**src/sv/gmc_pkg.sv**
```systemverilog
`timescale 1ns / 1ps
// Package for the gas median calibrator: controller state codes, field widths,
// register indexes and register reset values. No dependencies.
package gmc_pkg;

  localparam int SAMPLE_W  = 17;
  localparam int GAIN_W    = 16;
  localparam int CONC_W    = 24;
  localparam int DIFF_W    = SAMPLE_W + 1;
  localparam int PROD_W    = DIFF_W + GAIN_W;
  localparam int FRAC_BITS = 8;
  localparam int CFG_IDX_W = 2;
  localparam int CFG_W     = 17;

  localparam logic [CFG_IDX_W-1:0] REG_ZERO_OFFSET = 2'd0;
  localparam logic [CFG_IDX_W-1:0] REG_GAIN        = 2'd1;
  localparam logic [CFG_IDX_W-1:0] REG_CLAMP_NEG   = 2'd2;

  localparam logic signed [SAMPLE_W-1:0] ZERO_OFFSET_RST = 17'sd2096;
  localparam logic signed [GAIN_W-1:0]   GAIN_RST        = 16'sd731;
  localparam logic                       CLAMP_NEG_RST   = 1'b1;

  localparam logic signed [CONC_W-1:0] CONC_MAX = 24'sh7FFFFF;
  localparam logic signed [CONC_W-1:0] CONC_MIN = 24'sh800000;

  typedef enum logic [8:0] {
    S_IDLE = 9'b000000001,
    S_OLD  = 9'b000000010,
    S_DEL  = 9'b000000100,
    S_INS  = 9'b000001000,
    S_FIN  = 9'b000010000,
    S_MRD  = 9'b000100000,
    S_MDAT = 9'b001000000,
    S_MUL  = 9'b010000000,
    S_RES  = 9'b100000000
  } state_t;

endpackage

```
**src/sv/gas_median_calibrator.sv**
```systemverilog
`timescale 1ns / 1ps
// Top level of the gas median calibrator: running median over a sample window
// and linear calibration to a concentration. Depends on gmc_pkg.

// The block keeps the last WINDOW valid samples in two single-port-read
// memories: a circular history, which tells which sample leaves the window,
// and a copy kept in ascending order. For each valid item the controller
// reads the leaving sample, walks the sorted memory once upward to remove it
// (only once the window is full) and once downward to insert the new sample,
// then reads the middle entry of the filled part. The median is converted as
// ((median - zero_offset) * gain) >> 8 with a floor shift, saturated to 24
// bits and optionally clamped at zero. The time a valid item takes from
// acceptance until its result is offered is set by the one read port of the
// sorted memory that both passes walk entry by entry; it is shorter when the
// new sample finds its place early in the downward pass and during warm-up.
// An invalid item leaves the history and sorted memories untouched and yields
// an all-zero result with result_valid low. A new item is taken whenever the
// controller is idle, even while the previous result still waits in the
// output register. Configuration writes are always taken and are meant to be
// issued only while no item is in flight; unknown register indexes are ignored.
module gas_median_calibrator
  import gmc_pkg::*;
#(
  parameter int WINDOW = 7
) (
  input  logic                       clk,
  input  logic                       rst_n,
  input  logic                       in_valid,
  output logic                       in_ready,
  input  logic signed [SAMPLE_W-1:0] in_sample_mv,
  input  logic                       in_sample_valid,
  output logic                       out_valid,
  input  logic                       out_ready,
  output logic signed [SAMPLE_W-1:0] out_median_mv,
  output logic signed [CONC_W-1:0]   out_conc_ppb,
  output logic                       out_result_valid,
  input  logic                       cfg_valid,
  output logic                       cfg_ready,
  input  logic [CFG_IDX_W-1:0]       cfg_index,
  input  logic [CFG_W-1:0]           cfg_data
);

  localparam int AW = $clog2(WINDOW);
  localparam int CW = $clog2(WINDOW + 1);
  localparam logic [CW-1:0] WIN_FULL = CW'(WINDOW);
  localparam logic [AW-1:0] WP_LAST  = AW'(WINDOW - 1);

  // Configuration registers.
  logic signed [SAMPLE_W-1:0] zero_r;
  logic signed [GAIN_W-1:0]   gain_r;
  logic                       clamp_r;

  // Control state.
  state_t        state_r, state_nxt;
  logic [CW-1:0] fill_r, fill_nxt;
  logic [AW-1:0] wp_r, wp_nxt;
  logic [CW-1:0] len_r, len_nxt;
  logic [CW-1:0] iss_r, iss_nxt;
  logic          pend_r, pend_nxt;
  logic [AW-1:0] pidx_r, pidx_nxt;
  logic          found_r, found_nxt;
  logic          placed_r, placed_nxt;
  logic          res_ok_r, res_ok_nxt;

  // Datapath registers.
  logic signed [SAMPLE_W-1:0] samp_r, samp_nxt;
  logic signed [SAMPLE_W-1:0] old_r, old_nxt;
  logic signed [SAMPLE_W-1:0] med_r, med_nxt;
  logic signed [PROD_W-1:0]   prod_r, prod_nxt;

  // Output register.
  logic                       out_valid_r, out_valid_nxt;
  logic signed [SAMPLE_W-1:0] out_med_r, out_med_nxt;
  logic signed [CONC_W-1:0]   out_conc_r, out_conc_nxt;
  logic                       out_ok_r, out_ok_nxt;

  // Memories: circular history and sorted copy.
  logic signed [SAMPLE_W-1:0] win_mem [WINDOW];
  logic signed [SAMPLE_W-1:0] srt_mem [WINDOW];
  logic signed [SAMPLE_W-1:0] win_rd_r;
  logic signed [SAMPLE_W-1:0] srt_rd_r;
  logic                       win_we;
  logic                       srt_we;
  logic [AW-1:0]              srt_wa;
  logic [AW-1:0]              srt_ra;
  logic signed [SAMPLE_W-1:0] srt_wd;

  // Calibration arithmetic.
  logic signed [DIFF_W-1:0]           diff;
  logic signed [PROD_W-FRAC_BITS-1:0] scaled;
  logic signed [CONC_W-1:0]           conc_sat;

  assign in_ready         = (state_r == S_IDLE);
  assign cfg_ready        = 1'b1;
  assign out_valid        = out_valid_r;
  assign out_median_mv    = out_med_r;
  assign out_conc_ppb     = out_conc_r;
  assign out_result_valid = out_ok_r;

  assign diff   = DIFF_W'(med_r) - DIFF_W'(zero_r);
  assign scaled = prod_r[PROD_W-1:FRAC_BITS];

  always_comb begin
    if (scaled > (PROD_W-FRAC_BITS)'(CONC_MAX)) begin
      conc_sat = CONC_MAX;
    end else if (scaled < (PROD_W-FRAC_BITS)'(CONC_MIN)) begin
      conc_sat = CONC_MIN;
    end else begin
      conc_sat = scaled[CONC_W-1:0];
    end
    if (clamp_r && conc_sat[CONC_W-1]) begin
      conc_sat = '0;
    end
  end

  always_comb begin
    state_nxt     = state_r;
    fill_nxt      = fill_r;
    wp_nxt        = wp_r;
    len_nxt       = len_r;
    iss_nxt       = iss_r;
    pend_nxt      = 1'b0;
    pidx_nxt      = pidx_r;
    found_nxt     = found_r;
    placed_nxt    = placed_r;
    res_ok_nxt    = res_ok_r;
    samp_nxt      = samp_r;
    old_nxt       = old_r;
    med_nxt       = med_r;
    prod_nxt      = prod_r;
    out_valid_nxt = out_valid_r && !out_ready;
    out_med_nxt   = out_med_r;
    out_conc_nxt  = out_conc_r;
    out_ok_nxt    = out_ok_r;
    win_we        = 1'b0;
    srt_we        = 1'b0;
    srt_wa        = '0;
    srt_wd        = samp_r;
    srt_ra        = '0;

    case (state_r)
      S_IDLE: begin
        if (in_valid) begin
          samp_nxt   = in_sample_mv;
          res_ok_nxt = in_sample_valid;
          state_nxt  = in_sample_valid ? S_OLD : S_RES;
        end
      end
      S_OLD: begin
        // The history read of the write position lands now.
        old_nxt  = win_rd_r;
        win_we   = 1'b1;
        wp_nxt   = (wp_r == WP_LAST) ? '0 : wp_r + AW'(1);
        iss_nxt  = '0;
        if (fill_r == WIN_FULL) begin
          len_nxt   = WIN_FULL;
          found_nxt = 1'b0;
          state_nxt = S_DEL;
        end else begin
          len_nxt    = fill_r;
          fill_nxt   = fill_r + CW'(1);
          placed_nxt = 1'b0;
          state_nxt  = S_INS;
        end
      end
      S_DEL: begin
        // Upward pass: drop the first copy of the leaving sample and shift
        // everything above it down by one place.
        if (iss_r < len_r) begin
          srt_ra   = iss_r[AW-1:0];
          pidx_nxt = iss_r[AW-1:0];
          iss_nxt  = iss_r + CW'(1);
          pend_nxt = 1'b1;
        end
        if (pend_r) begin
          if (found_r) begin
            srt_we = 1'b1;
            srt_wa = pidx_r - AW'(1);
            srt_wd = srt_rd_r;
          end else if (srt_rd_r == old_r) begin
            found_nxt = 1'b1;
          end
        end
        if (!pend_r && iss_r == len_r) begin
          len_nxt    = len_r - CW'(1);
          iss_nxt    = '0;
          placed_nxt = 1'b0;
          state_nxt  = S_INS;
        end
      end
      S_INS: begin
        // Downward pass: move larger entries up until the new sample fits.
        if (iss_r < len_r && !placed_r) begin
          srt_ra   = AW'(len_r - CW'(1) - iss_r);
          pidx_nxt = AW'(len_r - CW'(1) - iss_r);
          iss_nxt  = iss_r + CW'(1);
          pend_nxt = 1'b1;
        end
        if (pend_r && !placed_r) begin
          srt_we = 1'b1;
          srt_wa = pidx_r + AW'(1);
          if (srt_rd_r > samp_r) begin
            srt_wd = srt_rd_r;
          end else begin
            srt_wd     = samp_r;
            placed_nxt = 1'b1;
          end
        end
        if (!pend_r && (iss_r == len_r || placed_r)) begin
          state_nxt = S_FIN;
        end
      end
      S_FIN: begin
        if (!placed_r) begin
          srt_we = 1'b1;
          srt_wa = '0;
          srt_wd = samp_r;
        end
        state_nxt = S_MRD;
      end
      S_MRD: begin
        srt_ra    = AW'(fill_r >> 1);
        state_nxt = S_MDAT;
      end
      S_MDAT: begin
        med_nxt   = srt_rd_r;
        state_nxt = S_MUL;
      end
      S_MUL: begin
        prod_nxt  = PROD_W'(diff) * PROD_W'(gain_r);
        state_nxt = S_RES;
      end
      S_RES: begin
        if (!out_valid_r || out_ready) begin
          out_valid_nxt = 1'b1;
          out_ok_nxt    = res_ok_r;
          out_med_nxt   = res_ok_r ? med_r : '0;
          out_conc_nxt  = res_ok_r ? conc_sat : '0;
          state_nxt     = S_IDLE;
        end
      end
      default: begin
        state_nxt = S_IDLE;
      end
    endcase
  end

  always_ff @(posedge clk) begin
    if (!rst_n) begin
      state_r     <= S_IDLE;
      fill_r      <= '0;
      wp_r        <= '0;
      len_r       <= '0;
      iss_r       <= '0;
      pend_r      <= 1'b0;
      found_r     <= 1'b0;
      placed_r    <= 1'b0;
      res_ok_r    <= 1'b0;
      out_valid_r <= 1'b0;
    end else begin
      state_r     <= state_nxt;
      fill_r      <= fill_nxt;
      wp_r        <= wp_nxt;
      len_r       <= len_nxt;
      iss_r       <= iss_nxt;
      pend_r      <= pend_nxt;
      found_r     <= found_nxt;
      placed_r    <= placed_nxt;
      res_ok_r    <= res_ok_nxt;
      out_valid_r <= out_valid_nxt;
    end
  end

  always_ff @(posedge clk) begin
    pidx_r     <= pidx_nxt;
    samp_r     <= samp_nxt;
    old_r      <= old_nxt;
    med_r      <= med_nxt;
    prod_r     <= prod_nxt;
    out_med_r  <= out_med_nxt;
    out_conc_r <= out_conc_nxt;
    out_ok_r   <= out_ok_nxt;
  end

  // Configuration registers; values wider than a register are truncated.
  always_ff @(posedge clk) begin
    if (!rst_n) begin
      zero_r  <= ZERO_OFFSET_RST;
      gain_r  <= GAIN_RST;
      clamp_r <= CLAMP_NEG_RST;
    end else if (cfg_valid) begin
      case (cfg_index)
        REG_ZERO_OFFSET: zero_r  <= cfg_data[SAMPLE_W-1:0];
        REG_GAIN:        gain_r  <= cfg_data[GAIN_W-1:0];
        REG_CLAMP_NEG:   clamp_r <= cfg_data[0];
        default: begin
        end
      endcase
    end
  end

  // History memory: always reads the current write position.
  always_ff @(posedge clk) begin
    if (win_we) begin
      win_mem[wp_r] <= samp_r;
    end
    win_rd_r <= win_mem[wp_r];
  end

  // Sorted memory: one write and one registered read per cycle.
  always_ff @(posedge clk) begin
    if (srt_we) begin
      srt_mem[srt_wa] <= srt_wd;
    end
    srt_rd_r <= srt_mem[srt_ra];
  end

  a_fill_range: assert property (@(posedge clk) disable iff (!rst_n)
    fill_r <= WIN_FULL)
    else $error("fill count beyond window size");

  a_wp_range: assert property (@(posedge clk) disable iff (!rst_n)
    wp_r <= WP_LAST)
    else $error("write position beyond window");

  a_del_found: assert property (@(posedge clk) disable iff (!rst_n)
    (state_r == S_DEL && !pend_r && iss_r == len_r) |-> found_r)
    else $error("leaving sample not present in sorted memory");

  a_pend_scan: assert property (@(posedge clk) disable iff (!rst_n)
    pend_r |-> (state_r == S_DEL || state_r == S_INS))
    else $error("read pending outside a scan pass");

  a_median_nonempty: assert property (@(posedge clk) disable iff (!rst_n)
    (state_r == S_MRD) |-> (fill_r != '0))
    else $error("median read from an empty window");

endmodule
```
**config.mk**
```make
export PLATFORM = sky130hd
export DESIGN_NAME = gas_median_calibrator
export DESIGN_NICKNAME = d
export VERILOG_FILES = /design/src/sv/gmc_pkg.sv /design/src/sv/gas_median_calibrator.sv
export SDC_FILE = /design/constraint.sdc
export NUM_CORES = 1
export LEC_CHECK = 0
export BUFFER_PORTS_ARGS = -buffer_cell sky130_fd_sc_hd__buf_2
export CAP_MARGIN = 20
export CELL_PAD_IN_SITES_DETAIL_PLACEMENT = 1
export CELL_PAD_IN_SITES_GLOBAL_PLACEMENT = 1
export CORE_MARGIN = 1
export CORE_UTILIZATION = 55
export DETAILED_ROUTE_END_ITERATION = 16
export PLACE_DENSITY = 0.83
export SETUP_SLACK_MARGIN = 0.5
export SYNTH_ARGS = -nofsm -noshare
export SYNTH_HDL_FRONTEND = slang
export SYNTH_SLANG_ARGS = --single-unit
export TNS_END_PERCENT = 100
```
**constraint.sdc**
```tcl
create_clock -name clk -period 18.33 [get_ports clk]
set_input_delay 3.666 -clock clk [delete_from_list [all_inputs] [get_ports clk]]
set_output_delay 3.666 -clock clk [all_outputs]
set_load 0.05 [all_outputs]
```
==> metrics, run 1 <==
outcome complete, no violations; initial antenna violation count 3; Starting Density about 56%; commonest cells in the netlist inv_1 (378), edfxtp_1 (360), fa_1 (285); I/O Buffers 85; Seq/Total Area, Yosys about 44%; CP peak stage delay 0.61 ns; die extent in x about 230 µm; crit path launch type flip-flop; row count 83; dominant register cell in the synthesized netlist edfxtp_1; placed wire-length estimate 56.96 mm; DR DRC count 0; Area Growth Syn to Fin 9.798%; Tightest Pin Transition between 1 and 1.5 ns; Total Power 4.802 mW; H-tree levels 2; Final min period 9.283 ns; Post-synth ARST share 0%; vias between 15000 and 20000; post-CTS setup buffers 0; post-route ant nets 0; cell area after layout between 30000 and 40000 µm²; final core utilization between 60% and 70%; first drt pass iteration count 5; die area 53420 µm²; fin worst setup slack between 9 and 10 ns; Yosys reg bits roughly 450; hold-fix buffers at CTS 0; setup_tns 0 ns; Layout Skew around 0.015 ns; clock buffer depth 3; cts bufs inserted just under 50; GRT Total Usage a little under a third; Pins Over Slew Limit 0; Hold Path Depth 0; initial DRC count around 1100; Antenna diodes 0; Placer Congestion about 0.90; Crit Path Class reg2reg; CP required about 19 ns; Mapped Nets between 2000 and 3000; max frequency 107.7 MHz; Die Ht approximately 230 µm; RSZ-0062 raised after global routing false; crit share post-route just over 50%; Placed Area roughly 30000 µm²; EDFF count, synth 360; vias in the first global route ~22000; top post-synthesis cells by area edfxtp_1 (37%), fa_1 (20%), dfxtp_1 (6.5%); WL final between 70 and 80 mm; largest net degree at the start of global routing 69; first-pass GRT wire length 122.2 mm; count leader, synth inv_1; post-synthesis cell type count between 60 and 70; crit path max fanout 15; Avg Cell Area, Syn about 12 µm²; Worst EP arrival just under 10 ns; synth warn 0; core area about 52000 µm²; CTS Root Cell clkbuf_16; top-area cell type share of the netlist area 37.44%; critical path capture point type flip-flop; Setup Viol. Count Final 0; Leak 12.89 nW; Peak VDD IR about 0.13 mV; GRT Residual Overflow 0; dpl cells 3190; via density per instance slightly below 6; Routed WL per cell between 20 and 25 µm; TritonCTS clock tree done; post-place setup slack a little over 9 ns; clock slew at reported path FFs ~0.060 ns; slowest CP cell o21ai_0; post-cts resize count 0; maxcap violations 0; IO Count 87; final cell count without fillers about 3300; worst min-delay path category reg2reg; Hold Vio Cnt, Final 0; share of cells above drive strength 1 a little under 10%; Slew Limit Headroom between 20% and 30%; Synth area leader edfxtp_1; final hold slack between 0.4 and 0.5 ns; nets around 3000; synthesized area just under 30000 µm²; cells after synthesis around 2500; CTS Sinks 454; pwr dens 151.5 nW/µm²; Reg2Reg Depth 31; worst skew pair latency ~0.60 ns
final timing paths:
| kind | start | to | slack [ns] |
|---|---|---|---|
| worst max-delay path | zero_r[1] | prod_r[33] | 9.05 |
| worst min-delay path | win_rd_r[14] | old_r[14] | 0.41 |
| worst max register to register | zero_r[1] | prod_r[33] | 9.05 |
| worst min register to register | win_rd_r[14] | old_r[14] | 0.41 |
metal layers:
metal,vias up,global-route usage [%],part of all wire [%]
met5,-,0,0
met4,0,11.55,3.5
met3,180,4.564,5.1
met2,532,55.75,53
met1,9860,35.20,38
li1,8390,-,-
state kept, by name, summed over array words and instances (netlist names), 24 cells and up:
register      cells
srt_mem         119
win_mem         119
prod_r           26
out_conc_ppb     24
cell families after synthesis:
| kind of cell | count (synthesis) | synth area share [%] |
|---|---|---|
| AOI/OAI and AO/OA | 305 | 6.765 |
| xor gates and xnor gates | 78 | 2.366 |
| adders and majority gates | 417 | 25.46 |
| buffers and inverters | 490 | 6.570 |
| DFF | 454 | 43.96 |
| muxes | 97 | 3.822 |
| other | 1 | 0.01299 |
| and+or+nand+nor | 656 | 11.05 |
worst max-delay path: cells and delay by family (launching register included):
| kind | cells | cell delay, ns |
|---|---|---|
| XOR/XNOR | 1 | 0.09 |
| adder cells (fa/ha/maj) | 8 | 3.80 |
| buffers and inverters | 6 | 0.33 |
| AO/OA/AOI/OAI | 9 | 2.90 |
| flip-flops | 1 | 0.40 |
| AND/OR/NAND/NOR | 7 | 1.50 |
cell type report:
class                           count  area [µm²]
Fill cell                        5280       19910
Multi-Input combinational cell   1554       14360
Sequential cell                   454       12690
Inverter                          380        1426
Clock buffer                       64        1306
Tap cell                          680       850.8
Timing Repair Buffer              126       768.2
Clock inverter                     28       295.3
cell usage in the layout (no fill, tap or decap), drive strengths merged, types with 14 or more instances in the layout:
cell type | synthesis | layout
a21oi | 95 | 95
a221oi | 18 | 18
clkinv | 2 | 19
and2 | 134 | 134
inv | 378 | 382
o21ai | 65 | 65
nor2b | 36 | 36
xnor2 | 51 | 51
o211ai | 23 | 23
dfxtp | 94 | 94
a22oi | 16 | 16
edfxtp | 360 | 360
o21a | 31 | 31
mux2i | 45 | 45
clkbuf | 91 | 64
xor2 | 27 | 27
nand2b | 17 | 17
fa | 285 | 285
mux2 | 46 | 46
nor2 | 107 | 107
a21o | 14 | 14
nor3 | 23 | 23
nand3 | 30 | 30
nand2 | 260 | 260
buf | 19 | 126
ha | 129 | 129
power breakdown:
part           total (mW)  internal, mW  switching (mW)
Clock               0.982         0.553           0.429
Combinational        2.52          1.02            1.50
Sequential           1.30          1.27          0.0298
No activity file was read; power rests on OpenSTA's default activity.
==> run 2: changes to the inputs <==
--- a/config.mk
+++ b/config.mk
@@ -10,9 +10,9 @@
 export CELL_PAD_IN_SITES_DETAIL_PLACEMENT = 1
 export CELL_PAD_IN_SITES_GLOBAL_PLACEMENT = 1
 export CORE_MARGIN = 1
-export CORE_UTILIZATION = 55
+export CORE_UTILIZATION = 52
 export DETAILED_ROUTE_END_ITERATION = 16
-export PLACE_DENSITY = 0.83
+export PLACE_DENSITY = 0.79
 export SETUP_SLACK_MARGIN = 0.5
 export SYNTH_ARGS = -nofsm -noshare
 export SYNTH_HDL_FRONTEND = slang
==> constraint.sdc (replaced) <==
create_clock -name clk -period 9 [get_ports clk]
set_input_delay 1.8 -clock clk [delete_from_list [all_inputs] [get_ports clk]]
set_output_delay 1.8 -clock clk [all_outputs]
set_load 0.05 [all_outputs]
==> metrics, run 2 (same netlist as run 1, synthesis figures left out) <==
outcome complete, no violations; via density per instance 5.611 (-2.8%); Peak VDD IR 0.3802 mV (+180%); die extent in x 237.6 µm (+2.8%); area of the multi-input gates 14510 µm² (+1.0%); placed wire-length estimate 56.18 mm (-1.4%); post-route ant nets 0 (unchanged); CTS Root Cell clkbuf_16; largest registers srt_mem (119), win_mem (119), prod_r (26); Fillers 5514 (+4.4%); DR DRC count 0 (unchanged); critical path capture point type flip-flop; core area 54350 µm² (+5.3%); Reg2Reg Depth 30 (-3.2%); worst min-delay path category reg2reg; slowest CP cell fa_1; I/O Buffers 85 (unchanged); Hold Path Depth 0 (unchanged); IO Count 87 (unchanged); GRT Total Usage 27.71% (-2.5 points); Final min period 8.177 ns (-1.106 ns); TritonCTS clock tree done; most frequent cells in the layout inv_1 (377), edfxtp_1 (360), fa_1 (283), nand2_1 (260), and2_1 (134); die area 56470 µm² (+5.7%); setup_tns 0 ns (unchanged); pwr dens 309.0 nW/µm² (+100%); Hold Vio Cnt, Final 0 (unchanged); vias in the first global route 21170 (-3.2%); CTS Sinks 454 (unchanged); crit path max fanout 9 (-6); vias 18870 (-0.49%); first drt pass iteration count 5 (unchanged); Leak 12.99 nW (+0.75%); crit share post-route 90.85% (+40 points); Pins Over Slew Limit 0 (unchanged); initial antenna violation count 1 (-2); Setup Viol. Count Final 0 (unchanged); RSZ-0062 raised after global routing false; most common cell after layout, fill and taps aside inv_1; maxcap violations 0 (unchanged); GRT Residual Overflow 0 (unchanged); clock slew at reported path FFs 0.06 ns (about the same); worst skew pair latency 0.61 ns (about the same); Placer Congestion 0.9041 (+0.86%); Starting Density 53.13% (-2.8 points); most used cell, CP fa_1; final hold slack 0.4045 ns (-0.007142 ns); WL final 76.65 mm (-2.0%); share of cells above drive strength 1 11.21% (+1.4 points); Layout Skew 0.01451 ns (-0.0006231 ns); row count 85 (+2.4%); cell area after layout 31980 µm² (+0.88%); clock buffer depth 3 (unchanged); Routed WL per cell 22.79 µm (-4.3%); largest net degree at the start of global routing 69 (unchanged); Area Growth Syn to Fin 10.77%; CP peak stage delay 0.76 ns (+0.15 ns); Die Ht 237.6 µm (+2.8%); H-tree levels 2 (unchanged); Crit Path Class reg2reg; cts bufs inserted 49 (unchanged); nets 3038 (+0.56%); max frequency 122.3 MHz (+14%); Placed Area 30190 µm² (+0.51%); crit path launch type flip-flop; hold-fix buffers at CTS 0 (unchanged); Tightest Pin Transition 1.102 ns (-0.02386 ns); initial DRC count 1088 (+1.1%); Register Area 12690 µm² (unchanged); first-pass GRT wire length 118.4 mm (-3.1%); CP required 9.35 ns (-9.32 ns); Slew Limit Headroom 26.55% (+1.6 points); Worst EP arrival 8.53 ns (-1.10 ns)
run 2: cell count changes in the layout (fill, tap and decap cells not counted), moves of 3 or more:
| cell | delta |
|---|---|
| buf_4 | +16 |
| ha_1 | -3 |
| clkbuf_8 | +4 |
| clkinvlp_4 | -3 |
| ha_4 | +3 |
| bufinv_16 | -3 |
| clkinv_4 | +3 |
| xnor2_1 | -3 |
run 2: power by group:
| part | switching [mW] | leakage (nW) | internal, mW |
|---|---|---|---|
| Clock | 0.855 | 0.750 | 1.06 |
| Sequential | 0.0611 | 4.00 | 2.59 |
| Combinational | 3.11 | 8.24 | 2.20 |
| Total | 4.03 | 13.0 | 5.85 |
run 2: cell type report:
| class | instances | share of cell area, % |
|---|---|---|
| clock inverters | 24 | 0.5516 |
| well taps | 739 | 2.891 |
| repair buffers | 143 | 2.793 |
| inverters | 380 | 4.460 |
| multi-input cells | 1554 | 45.37 |
| flip-flops and latches | 454 | 39.69 |
| diodes | 2 | 0.01565 |
| clock buffers | 67 | 4.233 |
run 2: worst paths after layout:
check              startpoint          to  slack, ns
setup / recovery    zero_r[1]  prod_r[33]       0.82
hold / removal    win_rd_r[3]    old_r[3]       0.40
setup reg to reg    zero_r[1]  prod_r[33]       0.82
hold reg to reg   win_rd_r[3]    old_r[3]       0.40
run 2: timing repair:
action                                  in CTS  in global routing
gates resized for setup                      7                 23
pin swaps                                    1                 11
endpoints found under the hold margin        0                  0
buffers inserted                             4                  8
endpoints found under the setup margin      11                 10
run 2: metrics by stage:
| step | worst slack (ns) | util (%) | std cells | total power, mW |
|---|---|---|---|---|
| floorplan | 1.128 | - | 2498 | 6.358 |
| finish | 0.8231 | 58.85 | 3363 | 9.883 |
| detailed placement | 0.03930 | 55.55 | 3257 | 7.811 |
| CTS | 0.5596 | 58.48 | 3352 | 9.799 |
| global route | 0.4360 | 58.84 | 3361 | 10.60 |
| global placement | 0.3634 | 55.50 | 3255 | 7.426 |
run 2: metal layers:
metal  vias up  share of wire [%]  global-route usage (%)
li1       8424                  -                       -
met1      9816                 40                   32.83
met2       472                 52                   50.30
met3       157                4.8                   4.390
met4         0                3.4                   10.81
met5         -                  0                       0
run 2: worst max-delay path: cells and delay by family (launching register included):
kind	cells	cell delay, ns
simple gates	4	0.67
compound gates	13	2.53
flops	1	0.39
xor+xnor	1	0.08
fa+ha+maj	8	3.93
buf+inv	4	0.32
